**config.mk**
```make
export PLATFORM = sky130hd
export DESIGN_NAME = poly_voice_allocator
export DESIGN_NICKNAME = d
export VERILOG_FILES = /design/src/hw/rtl/pva_pkg.sv /design/src/hw/rtl/pva_ctrl.sv /design/src/hw/rtl/pva_dpath.sv /design/src/hw/rtl/poly_voice_allocator.sv
export SDC_FILE = /design/constraint.sdc
export NUM_CORES = 2
export LEC_CHECK = 0
export BUFFER_PORTS_ARGS = -buffer_cell sky130_fd_sc_hd__buf_2
export CAP_MARGIN = 40
export CORE_MARGIN = 2
export CORE_UTILIZATION = 50
export DETAILED_ROUTE_END_ITERATION = 7
export PLACE_DENSITY_LB_ADDON = 0.15
export SLEW_MARGIN = 20
export SYNTH_ARGS = -nofsm -noshare
export SYNTH_HDL_FRONTEND = slang
export SYNTH_HIERARCHICAL = 1
export SYNTH_SLANG_ARGS = --single-unit
export TNS_END_PERCENT = 100
```
**constraint.sdc**
```tcl
create_clock -name clk -period 13.15 [get_ports clk]
set_input_delay 2.63 -clock clk [delete_from_list [all_inputs] [get_ports clk]]
set_output_delay 2.63 -clock clk [all_outputs]
set_load 0.03 [all_outputs]
```
**src/hw/rtl/pva_pkg.sv**
```systemverilog
// Shared types and constants for the polyphonic voice allocator.
// No dependencies; imported by every module of the block.
package pva_pkg;

  localparam int NOTE_COUNT = 128;
  localparam int NOTE_W     = 7;
  localparam int COUNT_W    = 16;
  localparam int VEL_W      = 16;
  localparam int OVEL_W     = 15;
  localparam int MASK_W     = 16;
  localparam int VOICE_CAP  = 16;
  localparam int VIDX_W     = 4;
  localparam int VCNT_W     = 5;

  localparam logic [COUNT_W-1:0] COUNT_FULL = 16'hFFFF;
  localparam logic [VEL_W-1:0]   VEL_ONE    = 16'd16384;

  localparam logic [1:0] OP_NOTE_ON  = 2'd0;
  localparam logic [1:0] OP_NOTE_OFF = 2'd1;
  localparam logic [1:0] OP_ALL_OFF  = 2'd2;
  localparam logic [1:0] OP_RESET    = 2'd3;

  localparam logic [2:0] ACT_NONE        = 3'd0;
  localparam logic [2:0] ACT_START       = 3'd1;
  localparam logic [2:0] ACT_RELEASE     = 3'd2;
  localparam logic [2:0] ACT_RELEASE_ALL = 3'd3;
  localparam logic [2:0] ACT_RESET_ALL   = 3'd4;

  localparam logic REG_ENGINE_READY = 1'b0;
  localparam logic REG_VOICES       = 1'b1;

  typedef struct packed {
    logic load;  // item beat taken, latch it and read its count
    logic fire;  // decide, update state, load result register
  } pva_cmd_t;

  typedef struct packed {
    logic out_free;  // result register can take a new beat
  } pva_sts_t;

endpackage

```
**src/hw/rtl/pva_ctrl.sv**
```systemverilog
// Controller for the voice allocator: two-state sequencer per event.
// Depends on pva_pkg; drives commands into pva_dpath.
module pva_ctrl
  import pva_pkg::*;
(
  input  logic     clk,
  input  logic     rst_n,
  input  logic     in_valid,
  output logic     in_stall,
  input  pva_sts_t sts,
  output pva_cmd_t cmd
);

  localparam logic ST_IDLE = 1'b0;
  localparam logic ST_EXEC = 1'b1;

  logic state_r;
  logic state_nxt;

  assign in_stall = (state_r != ST_IDLE);
  assign cmd.load = (state_r == ST_IDLE) && in_valid;
  assign cmd.fire = (state_r == ST_EXEC) && sts.out_free;

  always_comb begin
    state_nxt = state_r;
    case (state_r)
      ST_IDLE: if (in_valid) state_nxt = ST_EXEC;
      ST_EXEC: if (sts.out_free) state_nxt = ST_IDLE;
      default: state_nxt = ST_IDLE;
    endcase
  end

  always_ff @(posedge clk) begin
    if (!rst_n) state_r <= ST_IDLE;
    else state_r <= state_nxt;
  end

endmodule

```
**src/hw/rtl/pva_dpath.sv**
```systemverilog
// Datapath for the voice allocator: count store, voice note lanes,
// config registers, decision logic and result register. Depends on pva_pkg.
module pva_dpath
  import pva_pkg::*;
#(
  parameter int VOICE_N = 16
) (
  input  logic                     clk,
  input  logic                     rst_n,
  input  pva_cmd_t                 cmd,
  output pva_sts_t                 sts,
  input  logic [1:0]               in_operation,
  input  logic [NOTE_W-1:0]        in_note_number,
  input  logic signed [VEL_W-1:0]  in_velocity_q14,
  input  logic [MASK_W-1:0]        in_active_mask,
  input  logic                     cfg_valid,
  input  logic                     cfg_index,
  input  logic [VCNT_W-1:0]        cfg_data,
  output logic                     out_valid,
  input  logic                     out_stall,
  output logic                     out_accepted,
  output logic [2:0]               out_voice_action,
  output logic [VIDX_W-1:0]        out_target_voice,
  output logic [NOTE_W-1:0]        out_voice_note,
  output logic [OVEL_W-1:0]        out_voice_velocity
);

  // config
  logic              engine_ready_r;
  logic [VCNT_W-1:0] voices_r;

  // latched item
  logic [1:0]        op_r;
  logic [NOTE_W-1:0] note_r;
  logic [VEL_W-1:0]  vel_r;
  logic [MASK_W-1:0] mask_r;

  // count store
  logic [COUNT_W-1:0]    cnt_mem [NOTE_COUNT];
  logic [NOTE_COUNT-1:0] cnt_vld_r;
  logic [COUNT_W-1:0]    rd_r;
  logic                  rd_vld_r;

  // voice notes
  logic [NOTE_W-1:0] anote_r [VOICE_N];

  // result register
  logic              out_valid_r;
  logic              acc_r;
  logic [2:0]        act_r;
  logic [VIDX_W-1:0] tv_r;
  logic [NOTE_W-1:0] vn_r;
  logic [OVEL_W-1:0] vv_r;

  // decision
  logic [COUNT_W-1:0] count;
  logic [COUNT_W-1:0] cnt_dec;
  logic [VCNT_W-1:0]  n_eff;
  logic               hit_any;
  logic [VIDX_W-1:0]  hit_idx;
  logic               free_any;
  logic [VIDX_W-1:0]  free_idx;
  logic               is_off;
  logic               cnt_we;
  logic [COUNT_W-1:0] cnt_wdata;
  logic               cnt_clr;
  logic               an_we;
  logic [VIDX_W-1:0]  an_idx;
  logic               acc_nxt;
  logic [2:0]         act_nxt;
  logic [VIDX_W-1:0]  tv_nxt;
  logic [NOTE_W-1:0]  vn_nxt;
  logic [OVEL_W-1:0]  vv_nxt;

  assign sts.out_free = !out_valid_r || !out_stall;

  assign out_valid          = out_valid_r;
  assign out_accepted       = acc_r;
  assign out_voice_action   = act_r;
  assign out_target_voice   = tv_r;
  assign out_voice_note     = vn_r;
  assign out_voice_velocity = vv_r;

  assign count   = rd_vld_r ? rd_r : '0;
  assign cnt_dec = count - COUNT_W'(1);

  always_comb begin
    if (voices_r == '0) n_eff = VCNT_W'(1);
    else if (voices_r > VCNT_W'(VOICE_N)) n_eff = VCNT_W'(VOICE_N);
    else n_eff = voices_r;
  end

  always_comb begin
    hit_any  = 1'b0;
    hit_idx  = '0;
    free_any = 1'b0;
    free_idx = '0;
    for (int i = VOICE_N - 1; i >= 0; i--) begin
      if (VCNT_W'(i) < n_eff) begin
        if (mask_r[i] && anote_r[i] == note_r) begin
          hit_any = 1'b1;
          hit_idx = VIDX_W'(i);
        end
        if (!mask_r[i]) begin
          free_any = 1'b1;
          free_idx = VIDX_W'(i);
        end
      end
    end
  end

  always_comb begin
    is_off    = (op_r == OP_NOTE_OFF) || (op_r == OP_NOTE_ON && vel_r == '0);
    cnt_we    = 1'b0;
    cnt_wdata = cnt_dec;
    cnt_clr   = 1'b0;
    an_we     = 1'b0;
    an_idx    = '0;
    acc_nxt   = 1'b0;
    act_nxt   = ACT_NONE;
    tv_nxt    = '0;
    vn_nxt    = '0;
    vv_nxt    = '0;
    if (op_r == OP_ALL_OFF) begin
      cnt_clr = 1'b1;
      acc_nxt = 1'b1;
      act_nxt = ACT_RELEASE_ALL;
    end else if (op_r == OP_RESET) begin
      cnt_clr = 1'b1;
      acc_nxt = 1'b1;
      act_nxt = ACT_RESET_ALL;
    end else if (!engine_ready_r) begin
      acc_nxt = 1'b0;
    end else if (is_off) begin
      if (count != '0) begin
        cnt_we  = 1'b1;
        acc_nxt = 1'b1;
        if (cnt_dec == '0 && hit_any) begin
          act_nxt = ACT_RELEASE;
          tv_nxt  = hit_idx;
          vn_nxt  = note_r;
        end
      end
    end else if (!vel_r[VEL_W-1] && count != COUNT_FULL) begin
      cnt_we    = 1'b1;
      cnt_wdata = count + COUNT_W'(1);
      an_we     = 1'b1;
      if (hit_any) an_idx = hit_idx;
      else if (free_any) an_idx = free_idx;
      else an_idx = '0;
      acc_nxt = 1'b1;
      act_nxt = ACT_START;
      tv_nxt  = an_idx;
      vn_nxt  = note_r;
      vv_nxt  = (vel_r > VEL_ONE) ? VEL_ONE[OVEL_W-1:0] : vel_r[OVEL_W-1:0];
    end
  end

  always_ff @(posedge clk) begin
    if (!rst_n) begin
      engine_ready_r <= 1'b0;
      voices_r       <= VCNT_W'(1);
    end else if (cfg_valid) begin
      if (cfg_index == REG_ENGINE_READY) engine_ready_r <= cfg_data[0];
      else voices_r <= cfg_data;
    end
  end

  always_ff @(posedge clk) begin
    if (cmd.load) begin
      op_r   <= in_operation;
      note_r <= in_note_number;
      vel_r  <= in_velocity_q14;
      mask_r <= in_active_mask;
      rd_r   <= cnt_mem[in_note_number];
    end
    if (cmd.fire && cnt_we) cnt_mem[note_r] <= cnt_wdata;
  end

  always_ff @(posedge clk) begin
    if (!rst_n) begin
      cnt_vld_r <= '0;
      rd_vld_r  <= 1'b0;
    end else begin
      if (cmd.load) rd_vld_r <= cnt_vld_r[in_note_number];
      if (cmd.fire && cnt_clr) cnt_vld_r <= '0;
      else if (cmd.fire && cnt_we) cnt_vld_r[note_r] <= 1'b1;
    end
  end

  always_ff @(posedge clk) begin
    for (int i = 0; i < VOICE_N; i++) begin
      if (!rst_n) anote_r[i] <= '0;
      else if (cmd.fire && an_we && an_idx == VIDX_W'(i)) anote_r[i] <= note_r;
    end
  end

  always_ff @(posedge clk) begin
    if (!rst_n) out_valid_r <= 1'b0;
    else if (cmd.fire) out_valid_r <= 1'b1;
    else if (!out_stall) out_valid_r <= 1'b0;
  end

  always_ff @(posedge clk) begin
    if (cmd.fire) begin
      acc_r <= acc_nxt;
      act_r <= act_nxt;
      tv_r  <= tv_nxt;
      vn_r  <= vn_nxt;
      vv_r  <= vv_nxt;
    end
  end

endmodule

```
**src/hw/rtl/poly_voice_allocator.sv**
```systemverilog
// Polyphonic voice allocator, top level. An input beat is latched in the idle
// state; its result beat is loaded in the exec state once the result register
// is free. The input stalls until then, as the registered read of the note
// count store is followed by its write-back; a stalled result holds the input.
// Reset (rst_n, synchronous) clears all counts through per-note valid bits,
// with no clearing pass; voice notes clear to 0, engine off, one voice.
// Depends on pva_pkg, pva_ctrl and pva_dpath.
module poly_voice_allocator
  import pva_pkg::*;
#(
  parameter int MAX_VOICES = 16
) (
  input  logic                     clk,
  input  logic                     rst_n,
  input  logic                     in_valid,
  output logic                     in_stall,
  input  logic [1:0]               in_operation,
  input  logic [NOTE_W-1:0]        in_note_number,
  input  logic signed [VEL_W-1:0]  in_velocity_q14,
  input  logic [MASK_W-1:0]        in_active_mask,
  output logic                     out_valid,
  input  logic                     out_stall,
  output logic                     out_accepted,
  output logic [2:0]               out_voice_action,
  output logic [VIDX_W-1:0]        out_target_voice,
  output logic [NOTE_W-1:0]        out_voice_note,
  output logic [OVEL_W-1:0]        out_voice_velocity,
  input  logic                     cfg_valid,
  output logic                     cfg_ready,
  input  logic                     cfg_index,
  input  logic [VCNT_W-1:0]        cfg_data
);

  localparam int VOICE_N = (MAX_VOICES < VOICE_CAP) ? MAX_VOICES : VOICE_CAP;

  pva_cmd_t cmd;
  pva_sts_t sts;

  assign cfg_ready = 1'b1;

  pva_ctrl u_ctrl (
    .clk      (clk),
    .rst_n    (rst_n),
    .in_valid (in_valid),
    .in_stall (in_stall),
    .sts      (sts),
    .cmd      (cmd)
  );

  pva_dpath #(
    .VOICE_N (VOICE_N)
  ) u_dpath (
    .clk                (clk),
    .rst_n              (rst_n),
    .cmd                (cmd),
    .sts                (sts),
    .in_operation       (in_operation),
    .in_note_number     (in_note_number),
    .in_velocity_q14    (in_velocity_q14),
    .in_active_mask     (in_active_mask),
    .cfg_valid          (cfg_valid),
    .cfg_index          (cfg_index),
    .cfg_data           (cfg_data),
    .out_valid          (out_valid),
    .out_stall          (out_stall),
    .out_accepted       (out_accepted),
    .out_voice_action   (out_voice_action),
    .out_target_voice   (out_target_voice),
    .out_voice_note     (out_voice_note),
    .out_voice_velocity (out_voice_velocity)
  );

endmodule
```
---- Word-level counts from Yosys, hierarchy flattened ----
Memories as Yosys holds them, arrays and structs flattened. A register that Yosys moved wholly into a read port is not among the register bits.
Cells that the tools add are included.
Widths: inputs -> output; s select.
operators by class
  add/sub/neg operators ................... 2
  magnitude comparators ................... 21
  eq/ne operators ......................... 36
  muxes and demuxes ....................... 245
  bitwise operators ....................... 22
  reductions and logical operators ........ 59
operator list
  kind                   count
  $mux 4                 74
  $mux 7                 20
  $mux 1                 134
  $or 128x128->128       1
  $eq 7x7->1             16
  $mux 16                6
  $logic_and 1x1->1      41
  $lt 4x5->1 const A     8
  $eq 4x4->1 const B     8
  $logic_not 16->1       2
  $lt 3x5->1 const A     4
  $add 16x1->16 const B  1
  $eq 4x3->1 const B     4
  $gt 16x15->1 const B   1
  $lt 7x8->1 const B     2
  $ne 16x16->1 const B   1
  $or 1x1->1             16
  $reduce_bool 16->1     1
  $sub 16x1->16 const B  1
  $mux 15                1
  $mux 3                 4
  $lt 1x5->1 const A     2
  $lt 2x5->1 const A     2
  $mux 5                 2
  22 further kinds       33
word-level totals
  register bits ........................... 208
  bits in writable memories ............... 2,160
  bits of input ports ..................... 52
  output and inout port bits .............. 33
  logic and storage cells ................. 403
  memories kept ........................... 2
memories
  name             words  width  read ports  clocked after Yosys merged registers in  wr ports  RTL line         source
  u_dpath.cnt_mem  128    16     1           1                                        1         pva_dpath.sv:39  logic [COUNT_W-1:0] cnt_mem [NOTE_COUNT];
  u_dpath.anote_r  16     7      16          0                                        16        pva_dpath.sv:45  logic [NOTE_W-1:0] anote_r [VOICE_N];

---- Logic depth before layout (Yosys ltp) ----
  depth after elaboration ................. 48
  gate-level depth with buffers ........... 16

---- By module ----
The synthesis kept the hierarchy.
modules (own cells, without submodules)
  module                instances  cells an instance  area each (µm²)  seq. area each (µm²)
  pva_dpath             1          4,367              93,978.9         70,197.3
  pva_ctrl              1          5                  46.3             20.0
  poly_voice_allocator  1          2                  11.3             0.0

---- Least setup slack after synthesis ----
Ideal clock, no wire load.
  path kind ............................... register to register
  from .................................... register u_dpath.rd_vld_r
  to ...................................... memory u_dpath.cnt_mem[0][11], data pin
  library setup time ...................... 1,264 ps
  arrival time ............................ 8,563 ps
  path slack .............................. 3,322 ps
  cell stages (with the launch flop) ...... 15
  clock period less this slack ............ 9,828 ps
  path through ............................ dfxtp_1 buf_2 clkbuf_1 clkbuf_1 nand2_1 inv_1 ha_1 nand3_1 or4_1 o41ai_2 nor3_1 clkbuf_1 nand4_1 o21ai_0 a221oi_1
on the way
  word-level cells in the longest chain between the ends .. 8
  elaborated cells between the ends (all ways) .. 10
RTL lines
  element                                                RTL line          source
  start, declared                                        pva_dpath.sv:42   logic rd_vld_r;
  start signal, assigned                                 pva_dpath.sv:185  if (cmd.load) rd_vld_r <= cnt_vld_r[in_note_number];
  $mux 16 (*)                                            pva_dpath.sv:84   assign count = rd_vld_r ? rd_r : '0;
  branches (longest 6 deep; another with $sub 16x1->16)  -
  $mux 16 (*)                                            pva_dpath.sv:124  if (op_r == OP_ALL_OFF) begin
  named net u_dpath.cnt_wdata[11]                        pva_dpath.sv:65   logic [COUNT_W-1:0] cnt_wdata;
  end, declared                                          pva_dpath.sv:39
Mark *: on every way through the listed nets, which the timed path passes.

==> metrics.md <==
| Metric | Value |
|---|---|
| Final worst slack | `7.04 ns` |
| DR pass1 iterations | `6` |
| Pin count of the biggest net entering global routing | `117` |
| Global placement routability congestion | `0.847` |
| Worst Hold Margin | `0.458 ns` |
| Syn. warnings | `6` |
| Vias/cell | `6.33` |
| Crit path cell chain | `buf_8 -> buf_4 -> buf_4 -> buf_12 -> mux4_2 -> mux4_2 -> mux4_2 -> mux2_2` |
| WP data required | `13.76 ns` |
| RSZ-0062 raised after global routing | `no` |
| Status | `finished clean` |
| # setup viols final | `0` |
| HP Class | `reg2reg` |
| # hold bufs at CTS | `0` |
| Htree depth | `4` |
| CP peak stage delay | `0.68 ns` |
| Critical path class | `in2reg` |
| Sum Neg Setup Slack | `0 ns` |
| Final Power | `16.0 mW` |
| Final Hold Vio Count | `0` |
| Max Clk Rate | `0.164 GHz` |
| Worst-margin pin slew | `0.942 ns` |
| Postcts setup bufs | `0` |
| DR iter-0 viols | `5892` |
| Util after Layout | `0.571` |
| Ys flop type | `edfxtp_1` |
| CTS tree | `done` |
| CTS Buf Count | `233` |
| Period minus WS final | `6.11 ns` |
| Critical path's slowest cell | `buf_4` |
| Layout Skew | `0.0448 ns` |
| Worst-path clk slew | `0.06 ns` |
| Slew headroom | `0.372` |
| Top post-synthesis cells by area | `edfxtp_1, mux4_2, dfxtp_1` |
| Slew Limit Fails | `0` |
| Synth top area share | `0.718` |
| Net Sw Power | `3.54 mW` |
| DR WL/cell | `32.7 µm` |
| Crit path max fanout | `60` |
| Nets | `4726` |
| Comb pwr share | `0.062` |
| Pwr Density | `149 nW/µm²` |
| Yosys reg bits | `2384` |
| Routed WL | `241 mm` |
| Post_cts resized | `0` |
| CP Capture Type | `flip-flop` |
| FF/Latch Area | `70200 µm²` |
| Rows | `159` |
| Starting density of the core | `0.502` |
| Peak supply drop | `0.000144 V` |
| Filler cells | `13710` |
| CTS root buf | `clkbuf_16` |
| Switching Share | `0.221` |
| Ratio of final minimum period to clock period | `0.465` |
| Share of cells above drive strength 1 | `0.320` |
| EDFF count, synth | `2247` |
| Asr flop ratio synth | `0` |
| I/O pins | `85` |
| I/O Buffers | `83` |
| Reg power frac | `0.532` |
| Antenna violations before repair | `15` |
| Clock latency on the worst-skew pair | `0.90 ns` |
| Final std cell area, no fill | `107000 µm²` |
| Clock power frac | `0.406` |
| Multi-input logic area | `23100 µm²` |
| GRT Util Overall | `0.253` |
| Worst Setup Start Kind | `input port` |
| CORE AREA | `187000 µm²` |
| Place WS | `6.03 ns` |
| CP most frequent cell | `mux4_2` |
| Dpl cells | `6923` |
| Post-synth cell types | `91` |
| Synth Instances | `4374` |
| Vias in the first global route | `46021` |
| Remaining DRCs | `0` |
| Mapped Nets | `4430` |
| Arrival time worst endpoint | `6.72 ns` |
| Die area | `192000 µm²` |
| Clock buffer depth | `3` |
| First-pass GRT wire length | `343 mm` |
| Final HPWL DP | `143 mm` |
| Via count | `46610` |
| TritonCTS Sinks | `2384` |
| Chip Width | `438 µm` |
| Post-DRT Antenna Nets | `0` |
| Placed cell area | `99300 µm²` |
| Max Cap Viol | `0` |
| Post-synthesis instance area | `94000 µm²` |
| Mean Syn Cell Area | `21.5 µm²` |
| Int Power | `12.4 mW` |
| Synth-to-Final Area Change | `13.7%` |
| Die Y | `438 µm` |
| Post-Layout Cell Count | `7364` |
| Total gr overflow | `0` |
| P_leak | `32.6 nW` |
| Synth area leader | `edfxtp_1` |
| Post-synthesis sequential area ratio | `0.747` |
## critical path, delay by kind of cell
| family | cells | cell delay (ns) |
|---|---|---|
| buf+inv | 4 | 1.97 |
| mux | 4 | 1.99 |
## placed cells by master, fill, tap and decap left out, types with 26 or more instances in the layout
cell	Yosys	final
nor3_1	114	113
edfxtp_1	2247	2247
nand3_1	35	27
nand4_1	36	36
clkbuf_1	154	62
clkinv_2	0	30
mux4_2	714	714
nor2_2	1	76
nor2_1	166	67
o21a_1	131	131
nand2_1	80	79
buf_2	39	89
dfxtp_1	137	137
buf_16	0	26
o21ai_0	36	31
buf_4	16	191
xnor2_1	95	92
clkinv_1	2	57
clkbuf_16	0	235
## per-layer routing
| metal | GRT usage | wire length, µm |
|---|---|---|
| met5 | 0 | 27 |
| met4 | 0.0684 | 6300 |
| met3 | 0.0392 | 17700 |
| met2 | 0.403 | 116000 |
| met1 | 0.370 | 100000 |
## synthesized netlist by cell type (4+ instances only)
master	instances
a2111oi_0	5
buf_2	39
o211ai_1	5
a211oi_1	6
or4_1	6
nor4_1	17
nor3_2	20
ha_1	4
nand4b_1	6
edfxtp_1	2247
buf_4	16
o31ai_1	5
nor2_1	166
and3_1	19
xor2_1	24
xnor2_1	95
clkbuf_1	154
nand2b_1	7
nand3_1	35
nor3_1	114
a21o_1	7
a21oi_1	24
o22ai_1	6
dfxtp_1	137
or2_2	4
o21a_1	131
mux2i_1	4
a31oi_1	6
and2_1	13
a21boi_0	5
buf_1	35
nand2_1	80
o2111ai_1	6
nand4_1	36
mux4_2	714
mux2_2	16
nor2b_1	8
inv_1	16
o21ai_0	36
or3_1	10
buf_6	20
## kinds of logic (layout without fill, tap and decap cells)
logic type	count (synthesis)	in the layout	synth area share
adders and majority gates	4	4	0.000532
and+or+nand+nor	563	563	0.0310
buffers and inverters	283	776	0.0141
muxes	734	734	0.173
xor gates and xnor gates	119	119	0.0111
AOI/OAI and AO/OA	286	286	0.0233
DFF	2384	2384	0.747
other	1	3	0.0000399
## cell type report
cell class              count  share of cell area
diodes                      2           0.0000468
inverters                  18            0.000632
well taps                2495              0.0292
flip-flops and latches   2384               0.657
multi-input cells        1707               0.216
clock inverters           124              0.0111
clock buffers             308              0.0586
repair buffers            326              0.0274
## state kept, by name, indices dropped and copies added (netlist names), 7 cells and up
signal and flops:
u_dpath/anote_r 112, u_dpath/cnt_mem 2048, u_dpath/cnt_vld_r 128, u_dpath/mask_r 16, u_dpath/note_r 7, u_dpath/out_voice_note 7, u_dpath/out_voice_velocity 15, u_dpath/rd_r 16
u_dpath/vel_r 16
## power by group through the flow
stage | combinational, mW | clock [mW] | sequential [mW]
after floorplan | 0.581 | 0 | 8.68
after global placement | 0.944 | 0 | 8.66
after detailed placement | 0.999 | 0 | 8.66
after CTS | 1.00 | 6.60 | 8.49
after global routing | 1.05 | 6.89 | 8.49
final | 0.994 | 6.49 | 8.50
## final timing paths
path / startpoint / to / slack [ns] / cells past startpoint
worst min register to register: u_dpath/cnt_vld_r[114] / u_dpath/cnt_vld_r[114] / 0.46 / 1
worst min-delay path: u_dpath/cnt_vld_r[114] / u_dpath/cnt_vld_r[114] / 0.46 / 1
worst max-delay path: in_note_number[0] / u_dpath/rd_r[2] / 7.04 / 8
worst max register to register: u_dpath/rd_vld_r / u_dpath/cnt_mem[127][4] / 7.05 / 12
No activity file was read; power rests on OpenSTA's default activity.
